## config.mk

```make
export PLATFORM = sky130hd
export DESIGN_NAME = awbd_queue
export DESIGN_NICKNAME = d
export VERILOG_FILES = /design/src/hw/rtl/alpha_weighted_box_downscale_defines.svh /design/src/hw/rtl/awbd_queue.sv
export SDC_FILE = /design/constraint.sdc
export NUM_CORES = 1
export LEC_CHECK = 0
export ABC_AREA = 1
export BUFFER_PORTS_ARGS = -buffer_cell sky130_fd_sc_hd__buf_2
export CAP_MARGIN = 20
export CORE_ASPECT_RATIO = 1.4
export CORE_MARGIN = 1.5
export CORE_UTILIZATION = 40
export DETAILED_ROUTE_END_ITERATION = 7
export PLACE_DENSITY_LB_ADDON = 0.08
export SYNTH_ARGS = -nofsm -noshare
export SYNTH_HDL_FRONTEND = slang
export SYNTH_SLANG_ARGS = --single-unit
```

## constraint.sdc

```tcl
create_clock -name clk -period 6.4 [get_ports clk]
set_input_delay 0.96 -clock clk [delete_from_list [all_inputs] [get_ports clk]]
set_output_delay 0.96 -clock clk [all_outputs]
set_load 0.05 [all_outputs]
```

## src/hw/rtl/alpha_weighted_box_downscale_defines.svh

```systemverilog
// Assertion macros for the downscaler top level.
`ifndef ALPHA_WEIGHTED_BOX_DOWNSCALE_DEFINES_SVH
`define ALPHA_WEIGHTED_BOX_DOWNSCALE_DEFINES_SVH
`ifndef SYNTHESIS
// Same-cycle implication, sampled on clk, quiet during reset.
`define AWBD_ASSERT_IMPL(lbl, ant, con) \
    lbl: assert property (@(posedge clk) disable iff (!rst_n) (ant) |-> (con)) \
        else $error("assertion failed");
// Next-cycle implication, sampled on clk, quiet during reset.
`define AWBD_ASSERT_NEXT(lbl, ant, con) \
    lbl: assert property (@(posedge clk) disable iff (!rst_n) (ant) |=> (con)) \
        else $error("assertion failed");
`else
`define AWBD_ASSERT_IMPL(lbl, ant, con)
`define AWBD_ASSERT_NEXT(lbl, ant, con)
`endif
`endif

```

## src/hw/rtl/awbd_queue.sv

```systemverilog
// Short job queue between the front and back ends.
module awbd_queue #(
    parameter int JW = 128
) (
    input  logic          clk,
    input  logic          rst_n,
    input  logic          wr,
    input  logic [JW-1:0] wdata,
    output logic          q_full,
    input  logic          rd,
    output logic          q_empty,
    output logic [JW-1:0] rdata
);

    logic [JW-1:0] slot_reg [2];
    logic          wp_reg, rp_reg;
    logic [1:0]    cnt_reg;

    assign q_full  = (cnt_reg == 2'd2);
    assign q_empty = (cnt_reg == 2'd0);
    assign rdata   = slot_reg[rp_reg];

    // Advance pointers and occupancy
    always_ff @(posedge clk or negedge rst_n)
    begin
        if (!rst_n)
        begin
            wp_reg  <= 1'b0;
            rp_reg  <= 1'b0;
            cnt_reg <= 2'd0;
        end
        else
        begin
            if (wr && !q_full)
                wp_reg <= !wp_reg;
            if (rd && !q_empty)
                rp_reg <= !rp_reg;
            cnt_reg <= cnt_reg + 2'(wr && !q_full) - 2'(rd && !q_empty);
        end
    end

    // Store incoming jobs
    always_ff @(posedge clk)
    begin
        if (wr && !q_full)
            slot_reg[wp_reg] <= wdata;
    end

endmodule

```

# Yosys cells after proc, flatten, opt, wreduce, memory -nomap -nowiden
# Memory sizes are Yosys's and may differ from the RTL's.
# Index checks and enable logic that the tools add are counted.
[totals]
reg_bits = 4
ram_bits = 256
in_bits = 132
out_inout_bits = 130
elab_cells = 16
n_memories = 1
[mem_list]
columns = ["name", "words", "word_bits", "rd", "rd_ports_with_merged_regs", "write_ports", "line", "source"]
rows = [
  ["slot_reg", 2, 128, 1, 0, 1, "awbd_queue.sv:15", "logic [JW-1:0] slot_reg [2];"],
]
[op_classes]
add_sub_neg = 2
n_eq_ne = 1
muxes = 2
n_reduce_logical = 7
[ops]
columns = ["op", "count"]
rows = [
  ["$logic_not 1->1", 4],
  ["$add 2x1->2", 1],
  ["$eq 2x2->1 const B", 1],
  ["$logic_and 1x1->1", 2],
  ["$logic_not 2->1", 1],
  ["$mux 1", 2],
  ["$sub 2x1->2", 1],
]

# Longest topological paths before layout
[depth]
ltp_word = 5
mapped_depth = 10

# Worst setup path after synthesis
# OpenSTA, ideal clock, no wires.
[synth_timing]
path_type = "input port to flip-flop"
startpoint = "input port wr"
endpoint = "memory slot_reg[1][0] (enable)"
setup_ns = 0.616
arrival_time_ns = 6.362
required_time_ns = 5.784
slack_ns = -0.578
path_stages = 2
cell_sequence = "nand2_1 -> nor2_1"
[synth_via]
elab_chain_cells = 3
[synth_rtl]
columns = ["item", "line", "source"]
rows = [
  ["start, declared", "awbd_queue.sv:7", "input logic wr,"],
  ["$logic_and 1x1->1", "awbd_queue.sv:45", "if (wr && !q_full)"],
  ["$mux 1", "awbd_queue.sv:45", ""],
  ["$mux 1 (not written as such)", "awbd_queue.sv:46", "slot_reg[wp_reg] <= wdata;"],
  ["end, declared", "awbd_queue.sv:15", ""],
]
# Every way passes these cells.

# Worst setup path after layout
[layout_timing]
startpoint = "register rp_reg"
endpoint = "output port rdata[7]"
[layout_via]
elab_chain_cells = 1
[layout_rtl]
columns = ["item", "line", "source"]
rows = [
  ["start, declared", "awbd_queue.sv:16", "logic wp_reg, rp_reg;"],
  ["start signal, assigned", "awbd_queue.sv:37", "rp_reg <= !rp_reg;"],
  ["$mem_v2 2x128", "n/a", ""],
  ["end, declared", "awbd_queue.sv:12", "output logic [JW-1:0] rdata"],
]
# Every way passes these cells.

==> results.toml <==
[yosys]
avgSynthCellArea_sq_um = 13.6
synth_area_leader_cell = "edfxtp_1"
synthCells = 702
seq_area_frac_synth_pct = 81.7
netlist_top_cells_area = "edfxtp_1, nand2_1, dfrtp_1"
synth_nets = 836
synthDistinctLibCells = 11
synth_warnings = 0
ys_ff_latch = 260
synth_top_cell_area_share_pct = 80.7
syn_area_sq_um = 9530

[global_route]
grt_max_degree = 93
grt_overflow = 0
met3_usage_pct = 5.47
met2_usage_pct = 27.2
grt_util_all_layers_pct = 16.2
use_met1_pct = 19.4
antenna_found_initial = 7
grt_pass1_vias = 5744
top_usage_layer = "met2"
grt_pass1_wl_um = 30800

[sta]
setup_tns_ns = 0
slew_headroom_pct = 28.2
rsz0062_at_grt = "no"
finClkSkew_ns = 0.00741
hold_viol_final = 0
worst_slew_pin_slew_ns = 1.08
period_share_pct = 62.2
period_minus_slack_ns = 3.98
fmax_ghz = 0.251
setup_viol = 0
slew_viol_final = 0

[detailed_routing]
wl_um = 20500
routed_via_density = 4.57
drt_iter0_drc = 324
num_vias = 5909
wl_per_cell_um = 15.8
drc = 0
antenna_left = 0
first_pass_iters = 7

[worst_setup_path]
rr_worst_depth = 4
rrSetupSlack_ns = 3.94
start_kind = "flip-flop"
critical_path.max_fanout = 86
cp.arrival_ns = 3.02
cp-startpoint = "rp_reg$_DFFE_PN0P_"
crit_path_end_kind = "output pin"
r2r_start = "cnt_reg[1]$_DFF_PN0_"
endpoint = "rdata[7]"
rr_endpoint = "slot_reg[1][63]$_DFFE_PP_"
cp.required_ns = 5.44
path_class = "reg -> out"

[cells_and_area]
layout-drive-gt1-share_pct = 30.4
nets = 1102
layout_commonest_cell = "nand2_1"
final_cell_mix = "nand2_1, buf_2, edfxtp_1, clkbuf_16"
largest_reg_flops = 256
syn_to_final_growth_pct = 24.3

[clock_tree]
path_clk_slew_ns = 0.06
clkSinkCount = 260
cts_made_buffers = 25
hold_buffers = 0
cts_resized = 0
root_buffer = "clkbuf_16"
htreeDepth = 1
clk_path_buf_depth = 3
cts_setup_buffers = 0
cts_tree = "built"
clk_latency_ns = 0.51

[floorplan]
die_area_sq_um = 24800
die_w_um = 133
core-area_sq_um = 23300
num_io_pins = 262
dieHeight_um = 186
start_util_pct = 40.9
num_rows = 66

[outcome]
status = "completed"

[placement]
io_buffers = 261
hpwlAfterDp_um = 12700
place.gp.congestion = 0.695

[min_path]
holdCritPathClass = "in -> async"

[job]
cap_violations = 0
[layer usage]
metal | routed length (um) | part of all wire (%)
met1 | 8240 | 40
met2 | 9970 | 49
met3 | 1750 | 8.5
met4 | 470 | 2.3
met5 | 41 | 0.20
[area by class of cell]
| type | count | area (sq um) |
|---|---|---|
| Timing Repair Buffer | 267 | 1350 |
| Clock inverter | 12 | 77.6 |
| Inverter | 11 | 46.3 |
| Clock buffer | 31 | 648 |
| Sequential cell | 260 | 7790 |
| Antenna cell | 3 | 7.51 |
| Fill cell | 2133 | 11400 |
| Tap cell | 306 | 383 |
| Multi-Input combinational cell | 403 | 1540 |
[stage by stage]
| stage | area [sq um] | util [%] | worst slack [ns] | hold WS (ns) | instances |
|---|---|---|---|---|---|
| after global placement | 11100 | 47.7 | 2.89 | 0.457 | 1247 |
| final | 11800 | 50.9 | 2.42 | 0.263 | 1293 |
| after floorplan | 9530 | - | 1.58 | 0.442 | 702 |
| after detailed placement | 11100 | 47.7 | 2.88 | 0.462 | 1247 |
| after global routing | 11800 | 50.9 | 2.15 | 0.249 | 1292 |
| after CTS | 11800 | 50.8 | 2.32 | 0.241 | 1290 |
[cells by family (layout without fill, tap and decap cells)]
family        after synthesis  after routing  synth area share [%]
simple gates              401            401                  15.8
flops                     260            260                  81.7
buf+inv                    39            321                  2.21
fa+ha+maj                   2              2                 0.262
other cells                 0              3                     0
[how the worst min path moves through the flow]
stage / end / slack (ns) / cells after the start / start
floorplan: wp_reg$_DFFE_PN0P_ / 0.44 / 2 / wp_reg$_DFFE_PN0P_
global placement: wp_reg$_DFFE_PN0P_ / 0.46 / 2 / wp_reg$_DFFE_PN0P_
detailed placement: wp_reg$_DFFE_PN0P_ / 0.46 / 2 / wp_reg$_DFFE_PN0P_
CTS: rp_reg$_DFFE_PN0P_ / 0.24 / 1 / rst_n
global route: wp_reg$_DFFE_PN0P_ / 0.25 / 1 / rst_n
finish: rp_reg$_DFFE_PN0P_ / 0.26 / 1 / rst_n
[critical path, cell delays in order, from the launching register on]
cell     delay (ns)
dfrtp_4        0.67
inv_4          0.76
buf_4          0.56
nand2_1        0.11
nand2_1        0.10
buf_2          0.26
[synthesized netlist by cell type]
master / count
ha_1: 2
buf_2: 15
buf_4: 12
nand2_1: 397
edfxtp_1: 256
nor2_1: 1
clkbuf_1: 1
nand3_1: 3
inv_1: 10
dfrtp_1: 4
inv_2: 1
Power is left out: the tool's default activity adds up to more than one toggle a clock period on the data nets, which glitch-free logic cannot reach.
