**src/hw/rtl/alpha_weighted_box_downscale_defines.svh**
```systemverilog
// Assertion macros for the downscaler top level.
`ifndef ALPHA_WEIGHTED_BOX_DOWNSCALE_DEFINES_SVH
`define ALPHA_WEIGHTED_BOX_DOWNSCALE_DEFINES_SVH
`ifndef SYNTHESIS
// Same-cycle implication, sampled on clk, quiet during reset.
`define AWBD_ASSERT_IMPL(lbl, ant, con) \
    lbl: assert property (@(posedge clk) disable iff (!rst_n) (ant) |-> (con)) \
        else $error("assertion failed");
// Next-cycle implication, sampled on clk, quiet during reset.
`define AWBD_ASSERT_NEXT(lbl, ant, con) \
    lbl: assert property (@(posedge clk) disable iff (!rst_n) (ant) |=> (con)) \
        else $error("assertion failed");
`else
`define AWBD_ASSERT_IMPL(lbl, ant, con)
`define AWBD_ASSERT_NEXT(lbl, ant, con)
`endif
`endif

```
**src/hw/rtl/awbd_pkg.sv**
```systemverilog
// Shared constants and the posterize output table of the downscaler.
package awbd_pkg;

    localparam int CFG_IDX_W  = 2;
    localparam int CFG_DATA_W = 12;

    localparam logic [CFG_IDX_W-1:0] REG_SOURCE_WIDTH  = 2'd0;
    localparam logic [CFG_IDX_W-1:0] REG_SOURCE_HEIGHT = 2'd1;
    localparam logic [CFG_IDX_W-1:0] REG_DEST_X        = 2'd2;
    localparam logic [CFG_IDX_W-1:0] REG_DEST_Y        = 2'd3;

    localparam int ALPHA_CUTOFF = 110;
    localparam logic [4:0] MAX_LEVEL = 5'd23;
    localparam logic [7:0] ALPHA_OPAQUE = 8'hFF;

    // Map a posterize level back to an 8-bit value, level*255/23 rounded.
    function automatic logic [7:0] level_value(input logic [4:0] lvl);
        logic [7:0] v;
        case (lvl)
            5'd0:  v = 8'd0;
            5'd1:  v = 8'd11;
            5'd2:  v = 8'd22;
            5'd3:  v = 8'd33;
            5'd4:  v = 8'd44;
            5'd5:  v = 8'd55;
            5'd6:  v = 8'd67;
            5'd7:  v = 8'd78;
            5'd8:  v = 8'd89;
            5'd9:  v = 8'd100;
            5'd10: v = 8'd111;
            5'd11: v = 8'd122;
            5'd12: v = 8'd133;
            5'd13: v = 8'd144;
            5'd14: v = 8'd155;
            5'd15: v = 8'd166;
            5'd16: v = 8'd177;
            5'd17: v = 8'd188;
            5'd18: v = 8'd200;
            5'd19: v = 8'd211;
            5'd20: v = 8'd222;
            5'd21: v = 8'd233;
            5'd22: v = 8'd244;
            default: v = 8'd255;
        endcase
        return v;
    endfunction

endpackage

```
**src/hw/rtl/awbd_back.sv**
```systemverilog
// Back end: divides box sums, posterizes and holds the finished sprite pixel.
module awbd_back #(
    parameter int CW = 5,
    parameter int CNTW = 11,
    parameter int JW = 128
) (
    input  logic          clk,
    input  logic          rst_n,
    input  logic          q_empty,
    input  logic [JW-1:0] q_data,
    output logic          q_pop,
    input  logic [11:0]   dest_x,
    input  logic [11:0]   dest_y,
    output logic          empty,
    input  logic          pop,
    output logic [12:0]   atlas_x,
    output logic [12:0]   atlas_y,
    output logic [7:0]    out_red,
    output logic [7:0]    out_green,
    output logic [7:0]    out_blue,
    output logic [7:0]    out_alpha,
    output logic          sprite_done
);

    localparam int AW   = CNTW + 8;
    localparam int SUMW = CNTW + 16;
    localparam int NW   = AW + 14;

    typedef enum logic [2:0] {B_IDLE, B_LOAD, B_DIV, B_POST, B_HOLD} bstate_t;

    bstate_t         state_reg;
    logic [SUMW-1:0] sr_reg, sg_reg, sb_reg;
    logic [AW-1:0]   sa_reg;
    logic [CNTW-1:0] n_reg;
    logic [CW-1:0]   col_reg, row_reg;
    logic            done_reg, opaque_reg;
    logic [NW-1:0]   rem_r_reg, rem_g_reg, rem_b_reg, den_reg;
    logic [4:0]      q_r_reg, q_g_reg, q_b_reg;
    logic [2:0]      k_reg;
    logic [12:0]     ax_reg, ay_reg;
    logic [7:0]      or_reg, og_reg, ob_reg, oa_reg;
    logic            od_reg;

    logic [NW-1:0]   dsh;
    logic [4:0]      lr, lg, lb;

    assign q_pop = (state_reg == B_IDLE) && !q_empty;
    assign dsh   = den_reg << k_reg;

    // Clamp levels to the top step
    always_comb
    begin
        lr = (q_r_reg > awbd_pkg::MAX_LEVEL) ? awbd_pkg::MAX_LEVEL : q_r_reg;
        lg = (q_g_reg > awbd_pkg::MAX_LEVEL) ? awbd_pkg::MAX_LEVEL : q_g_reg;
        lb = (q_b_reg > awbd_pkg::MAX_LEVEL) ? awbd_pkg::MAX_LEVEL : q_b_reg;
    end

    // Sequence the job through load, divide and post
    always_ff @(posedge clk or negedge rst_n)
    begin
        if (!rst_n)
        begin
            state_reg <= B_IDLE;
        end
        else
        begin
            case (state_reg)
                B_IDLE: if (!q_empty) state_reg <= B_LOAD;
                B_LOAD: state_reg <= B_DIV;
                B_DIV:  if (k_reg == 3'd0) state_reg <= B_POST;
                B_POST: state_reg <= B_HOLD;
                B_HOLD: if (pop) state_reg <= B_IDLE;
                default: state_reg <= B_IDLE;
            endcase
        end
    end

    assign empty = (state_reg != B_HOLD);

    // Datapath registers
    always_ff @(posedge clk)
    begin
        case (state_reg)
            B_IDLE:
            begin
                {done_reg, row_reg, col_reg, n_reg, sa_reg, sb_reg, sg_reg, sr_reg} <= q_data;
            end
            B_LOAD:
            begin
                rem_r_reg  <= NW'(sr_reg) * NW'(46) + NW'(sa_reg) * NW'(255);
                rem_g_reg  <= NW'(sg_reg) * NW'(46) + NW'(sa_reg) * NW'(255);
                rem_b_reg  <= NW'(sb_reg) * NW'(46) + NW'(sa_reg) * NW'(255);
                den_reg    <= NW'(sa_reg) * NW'(510);
                opaque_reg <= (sa_reg != '0) && ((AW+7)'(sa_reg)
                              >= (AW+7)'(n_reg) * (AW+7)'(awbd_pkg::ALPHA_CUTOFF));
                k_reg      <= 3'd4;
            end
            B_DIV:
            begin
                // One restoring step per quotient bit
                if (rem_r_reg >= dsh)
                begin
                    rem_r_reg <= rem_r_reg - dsh;
                    q_r_reg[k_reg] <= 1'b1;
                end
                else
                    q_r_reg[k_reg] <= 1'b0;
                if (rem_g_reg >= dsh)
                begin
                    rem_g_reg <= rem_g_reg - dsh;
                    q_g_reg[k_reg] <= 1'b1;
                end
                else
                    q_g_reg[k_reg] <= 1'b0;
                if (rem_b_reg >= dsh)
                begin
                    rem_b_reg <= rem_b_reg - dsh;
                    q_b_reg[k_reg] <= 1'b1;
                end
                else
                    q_b_reg[k_reg] <= 1'b0;
                k_reg <= k_reg - 3'd1;
            end
            B_POST:
            begin
                ax_reg <= 13'(dest_x) + 13'(col_reg);
                ay_reg <= 13'(dest_y) + 13'(row_reg);
                or_reg <= opaque_reg ? awbd_pkg::level_value(lr) : 8'd0;
                og_reg <= opaque_reg ? awbd_pkg::level_value(lg) : 8'd0;
                ob_reg <= opaque_reg ? awbd_pkg::level_value(lb) : 8'd0;
                oa_reg <= opaque_reg ? awbd_pkg::ALPHA_OPAQUE : 8'd0;
                od_reg <= done_reg;
            end
            default: ;
        endcase
    end

    assign atlas_x     = ax_reg;
    assign atlas_y     = ay_reg;
    assign out_red     = or_reg;
    assign out_green   = og_reg;
    assign out_blue    = ob_reg;
    assign out_alpha   = oa_reg;
    assign sprite_done = od_reg;

endmodule

```
**config.mk**
```make
export PLATFORM = sky130hd
export DESIGN_NAME = awbd_back
export DESIGN_NICKNAME = d
export VERILOG_FILES = /design/src/hw/rtl/alpha_weighted_box_downscale_defines.svh /design/src/hw/rtl/awbd_pkg.sv /design/src/hw/rtl/awbd_back.sv
export SDC_FILE = /design/constraint.sdc
export NUM_CORES = 2
export LEC_CHECK = 0
export BUFFER_PORTS_ARGS = -buffer_cell sky130_fd_sc_hd__clkbuf_2
export CORE_UTILIZATION = 40
export DETAILED_ROUTE_END_ITERATION = 12
export PLACE_DENSITY_LB_ADDON = 0.05
export SYNTH_ARGS = -nofsm -noshare
export SYNTH_HDL_FRONTEND = slang
export SYNTH_SLANG_ARGS = --single-unit
```
**constraint.sdc**
```tcl
create_clock -name clk -period 12.63 [get_ports clk]
set_input_delay 1.8945 -clock clk [delete_from_list [all_inputs] [get_ports clk]]
set_output_delay 1.8945 -clock clk [all_outputs]
set_load 0.1 [all_outputs]
```
# Yosys cells after proc, flatten, opt, wreduce, memory -nomap -nowiden
# Memory sizes are Yosys's and may differ from the RTL's. A register that Yosys moved wholly into a read port is not among the register bits.
# Index checks and enable logic that the tools add are counted.
[totals]
ff_bits = 305
latch_bits = 0
ram_bits = 0
rom_bits = 768
inputBits = 156
out_inout_bits = 61
elab_cells = 103
n_memories = 3
[op_classes]
add_sub_neg = 9
multipliers = 6
n_div = 0
magnitude_cmp = 9
n_eq_ne = 11
shifts = 1
n_mux = 20
bitwise = 7
reduce_logical = 15
[mem_list]
columns = ["name", "words", "width", "read_ports", "rd_ports_with_merged_regs", "write_ports", "line", "text"]
rows = [
  ["(name not given)", 32, 8, 1, 1, 0, "awbd_pkg.sv:19", "case (lvl)"],
  ["(name not given)", 32, 8, 1, 1, 0, "awbd_pkg.sv:19", ""],
  ["(name not given)", 32, 8, 1, 1, 0, "awbd_pkg.sv:19", ""],
]
[ops]
columns = ["operator", "count"]
rows = [
  ["one-hot mux 33 bit (2 select lines)", 3],
  ["adder 33 x 27 -> 33 bit", 3],
  ["greater-or-equal comparator 33 bit", 3],
  ["two-way mux 33 bit", 3],
  ["subtractor 33 bit", 3],
  ["multiplier 27 x 5 -> 32 bit, second input constant", 3],
  ["multiplier 19 x 8 -> 27 bit, second input constant", 2],
  ["<< shifter 28 x 3 -> 33 bit", 1],
  ["two-way mux 5 bit", 6],
  ["adder 12 x 5 -> 13 bit", 2],
  ["greater-or-equal comparator 19 x 18 -> 1 bit", 1],
  ["nonzero test 19 bit", 1],
  ["multiplier 11 x 6 -> 17 bit, second input constant", 1],
  ["bitwise AND 5 bit", 3],
  ["> comparator 5 bit, second input constant", 3],
  ["OR 5 bit", 3],
  ["one-hot mux 3 bit (5 select lines)", 1],
  ["!= test 2 bit, second input constant", 6],
  ["two-way mux 3 bit", 3],
  ["two-way mux 8 bit", 1],
  ["== test 3 x 2 -> 1 bit, second input constant", 2],
  ["zero test 3 bit", 2],
  ["one-hot mux 3 bit (2 select lines)", 1],
  ["AND reduction 2 bit", 3],
  ["other kinds (13)", 18],
]

# Longest topological paths before layout
[logic_depth]
word_depth = 7
mapped_depth = 29
mapped_depth_nobuf = 29

# Least setup slack after synthesis
# OpenSTA, ideal clock, no wires.
[synth_path]
path_kind = "register to register"
startpoint = "register state_reg[1]"
endpoint = "register col_reg[0] (enable)"
setup_time_ps = 752
arrival_ps = 8753
t_required_ps = 11878
path_slack_ps = 3125
stages_incl_launch_ff = 3
n_path_buf = 1
period_less_slack_ps = 9505
path_cell_list = "dfrtp_1 clkbuf_1 nor3_1"
[synth_between]
elab_chain_len = 1
[synth_lines]
columns = ["element", "line", "text"]
rows = [
  ["start, declared", "awbd_back.sv:31", "bstate_t state_reg;"],
  ["start signal, assigned", "awbd_back.sv:63", "state_reg <= B_IDLE;"],
  ["start signal, assigned", "awbd_back.sv:68", "B_IDLE: if (!q_empty) state_reg <= B_LOAD;"],
  ["start signal, assigned", "awbd_back.sv:69", "B_LOAD: state_reg <= B_DIV;"],
  ["zero test 3 bit", "awbd_back.sv:83", "case (state_reg)"],
  ["end signal, assigned", "awbd_back.sv:86", "{done_reg, row_reg, col_reg, n_reg, sa_reg, sb_reg, sg_reg, sr_reg} <= q_data;"],
  ["end, declared", "awbd_back.sv:35", "logic [CW-1:0] col_reg, row_reg;"],
]
# No other way between the ends.
# A chain may end at the register's enable or synchronous reset.

# Worst setup path in the final report
[layout_path]
startpoint = "register sa_reg[0]"
endpoint = "register rem_r_reg[26] (data pin)"
[layout_between]
elab_chain_len = 3
[layout_lines]
columns = ["element", "line", "text"]
rows = [
  ["start, declared", "awbd_back.sv:33", "logic [AW-1:0] sa_reg;"],
  ["start signal, assigned", "awbd_back.sv:86", ""],
  ["multiplier 19 x 8 -> 27 bit", "awbd_back.sv:90", "rem_r_reg <= NW'(sr_reg) * NW'(46) + NW'(sa_reg) * NW'(255);"],
  ["adder 33 x 27 -> 33 bit", "awbd_back.sv:90", ""],
  ["one-hot mux 33 bit (2 select lines)", "awbd_back.sv:83", ""],
  ["end signal, assigned", "awbd_back.sv:90", ""],
  ["end signal, assigned", "awbd_back.sv:103", "rem_r_reg <= rem_r_reg - dsh;"],
  ["end, declared", "awbd_back.sv:37", "logic [NW-1:0] rem_r_reg, rem_g_reg, rem_b_reg, den_reg;"],
]
# No other way between the ends.

==> metrics list <==
* CTS-repair resized insts: 0
* I/O pins: roughly 220
- The clock tree synthesis step divided the H-tree into 2 levels.
* Layout Area Growth over Synthesis: 10.80%
- Kind of path behind the tightest hold check: reg -> reg
* Fraction of final layout cells with drive strength greater than 1: 0.09102
- Detail Placement HPWL: 82660 um
- Synthesized area: 0.03792 mm2
* CTS Hold Bufs: 0
* Cell type with the highest occurrence count on the critical path: a21oi_1
- Most common flop cell mapped by yosys: edfxtp_1
* Clk slew on worst S/H paths: 0.06 ns
* Total Nets Final: 5127
* Global-route wire length before repair: 158100 um
- Die area: 0.09604 mm2
- TritonCTS clock tree: done
- The die is 309.9 um wide.
* Maximum fanout along the worst path: 6
* List of most frequent post-synthesis cells: inv_1 (694), ha_1 (493), a21oi_1 (321)
- Inserted Diodes: 0
- Final count of hold timing violations: 0
* Number of synthesized flops with an enable pin: approximately 320
- Number of flip-flops in the largest register: 33
* Sequential share of the synthesized area: 0.2530
- Of the post-synthesis cell area, the dominant cell type holds 0.2510.
- Max cap viols: 0
- Once detail routing completed, the nets flagged for antenna violations numbered 0.
* Setup repair after global routing missed its margin: no
* Setup total negative slack: 0 ns
- Once the clock tree was built, the setup fixing pass inserted 0 buffers.
- At the end of routability-driven placement, the weighted congestion stood at 0.8877.
- The synthesized design spends more area on one cell type than any other, namely edfxtp_1.
- Largest net degree at the start of global routing: around 70
- Worst-case clock skew: 0.01779 ns
* Wirelength per Cell: 18.38 um
- In the post-synthesis netlist, the cell with the most instances is inv_1.
- Measured against its own limit, the worst slew margin works out to 0.1912.
- Worst slew pin tran: 1.179 ns
- Via Count: 28682
- Number of synthesized register bits: 320
* DRC violations left: 0
- Num Clock Sinks: 320
- Derived from the worst setup path, the maximum achievable clock frequency is 0.1241 GHz.
- In the global route stage, overall resource usage came out at 0.2127.
- Type of the worst setup path: reg -> reg
* WP data arrival: 8.39 ns
* Largest stage delay on the critical path: 0.78 ns
- Cell count after synthesis: 4014
- Port buffering added 210 buffers.
- A synthesized cell averages between 9 and 10 um2.
- Dividing the final minimum period by the clock period gives 0.6381.
* Via density per instance: between 5 and 6
* Minimum hold slack: 0.4222 ns
- Area of the core region: 0.09361 mm2
- Counting the buffers created by CTS gives 43.
- Counting along the longest clock path gives a buffer depth of 3.
- The routed design has between 100000 and 150000 um of wire.
- The netlist uses just over 100 different library cells.
* Height of the die: roughly 310 um
* Syn_nets: a little under 5000
- Required time reported for the critical path endpoint: 12.96 ns
* First-iteration detailed-routing DRC count: around 1700
- The cell sitting at the root of the clock tree is a clkbuf_16.
- At the later pin of the worst-skew pair, clock insertion delay measures just over 0.6 ns.
- The smallest clock period supported by the final layout is computed as ~8.1 ns.
* GR Overflow Total: 0
* Slowest library cell on the worst path: ha_1
* Number of global-route vias before repair: between 20000 and 30000
- The worst setup path is launched from a flop.
- Number of placement rows: 112
- The number of antenna violations at the first check in global routing was 0.
* Crit end category: flop
* Leading cell types by total area after synthesis: edfxtp_1 (25%), ha_1 (16%), fa_1 (14%), inv_1 (6.9%), a21oi_1 (4.2%)
- Final count of pins violating max slew: 0
- Starting Density: 0.4051
* Detailed Routing Iterations Pass 1: 5
* Warnings from Yosys: 0
- The run finished with clean final reports.
- In the synthesized netlist the async set-or-reset flop fraction comes to 0.009375.
* Final setup viols: 0
==> final cells by class <==
cell class              instances  area, um2
inverters                     699       2626
repair buffers                235       1239
clock buffers                  48       1095
clock inverters                30      469.2
multi-input cells            2920      25430
flip-flops and latches        320       9594
well taps                    1254       1569
fillers                      9309      51590
==> logic make-up (layout without fill, tap and decap cells) <==
logic type                 Yosys count  after routing  share of synthesized area
AOI/OAI and AO/OA                 1000           1000                     0.1721
xor gates and xnor gates           290            290                    0.06790
adders and majority gates          759            759                     0.3012
buffers and inverters              774           1012                    0.07757
DFF                                320            320                     0.2530
muxes                               74             74                    0.02574
and+or+nand+nor                    797            797                     0.1025
==> final timing paths <==
path,start,slack [ns],cells after the start,end
min reg2reg,done_reg,0.42,0,sprite_done
max reg2reg,sa_reg[0],4.57,28,rem_r_reg[26]
max,sa_reg[0],4.57,28,rem_r_reg[26]
min in group asynchronous,rst_n,1.07,1,state_reg[2]
max in group asynchronous,rst_n,11.45,1,state_reg[1]
min,done_reg,0.42,0,sprite_done
==> per-layer routing <==
layer,vias up,global-route usage,share of wire
met5,-,0,0
met4,0,0.05041,0.023
met3,82,0.02581,0.038
met2,458,0.3318,0.44
met1,13699,0.3119,0.50
li1,14443,-,-
==> critical path, delay by kind of cell, from the launching register on <==
family,cells,cell delay [ns]
fa+ha+maj,7,3.07
compound gates,14,2.98
flops,1,0.59
buf+inv,4,0.53
xor+xnor,2,0.39
simple gates,1,0.21
==> cells in the final DEF, fill, tap and decap left out, types with 61 or more instances in the layout <==
master / synthesis / final
a211oi_1: 61 / 61
a21o_1: 126 / 126
a21oi_1: 321 / 321
clkbuf_2: 0 / 210
edfxtp_1: 317 / 317
fa_1: 259 / 259
ha_1: 493 / 493
inv_1: 694 / 694
nand2_1: 216 / 214
nand3_1: 66 / 66
nor2_1: 199 / 199
o21ai_0: 178 / 178
xnor2_1: 176 / 175
xor2_1: 111 / 111
==> stage by stage <==
| stage | instance area [um2] | std cells | setup WS [ns] | utilization |
|---|---|---|---|---|
| floorplan | 37920 | 4014 | 3.125 | - |
| global placement | 40460 | 5428 | 4.606 | 0.4322 |
| detailed placement | 40460 | 5428 | 4.560 | 0.4322 |
| CTS | 42020 | 5506 | 4.532 | 0.4489 |
| global route | 42020 | 5506 | 4.161 | 0.4489 |
| finish | 42020 | 5506 | 4.570 | 0.4489 |
Power is not shown: default switching activity piles up to over one toggle a cycle in this logic, so the estimate is an artifact.
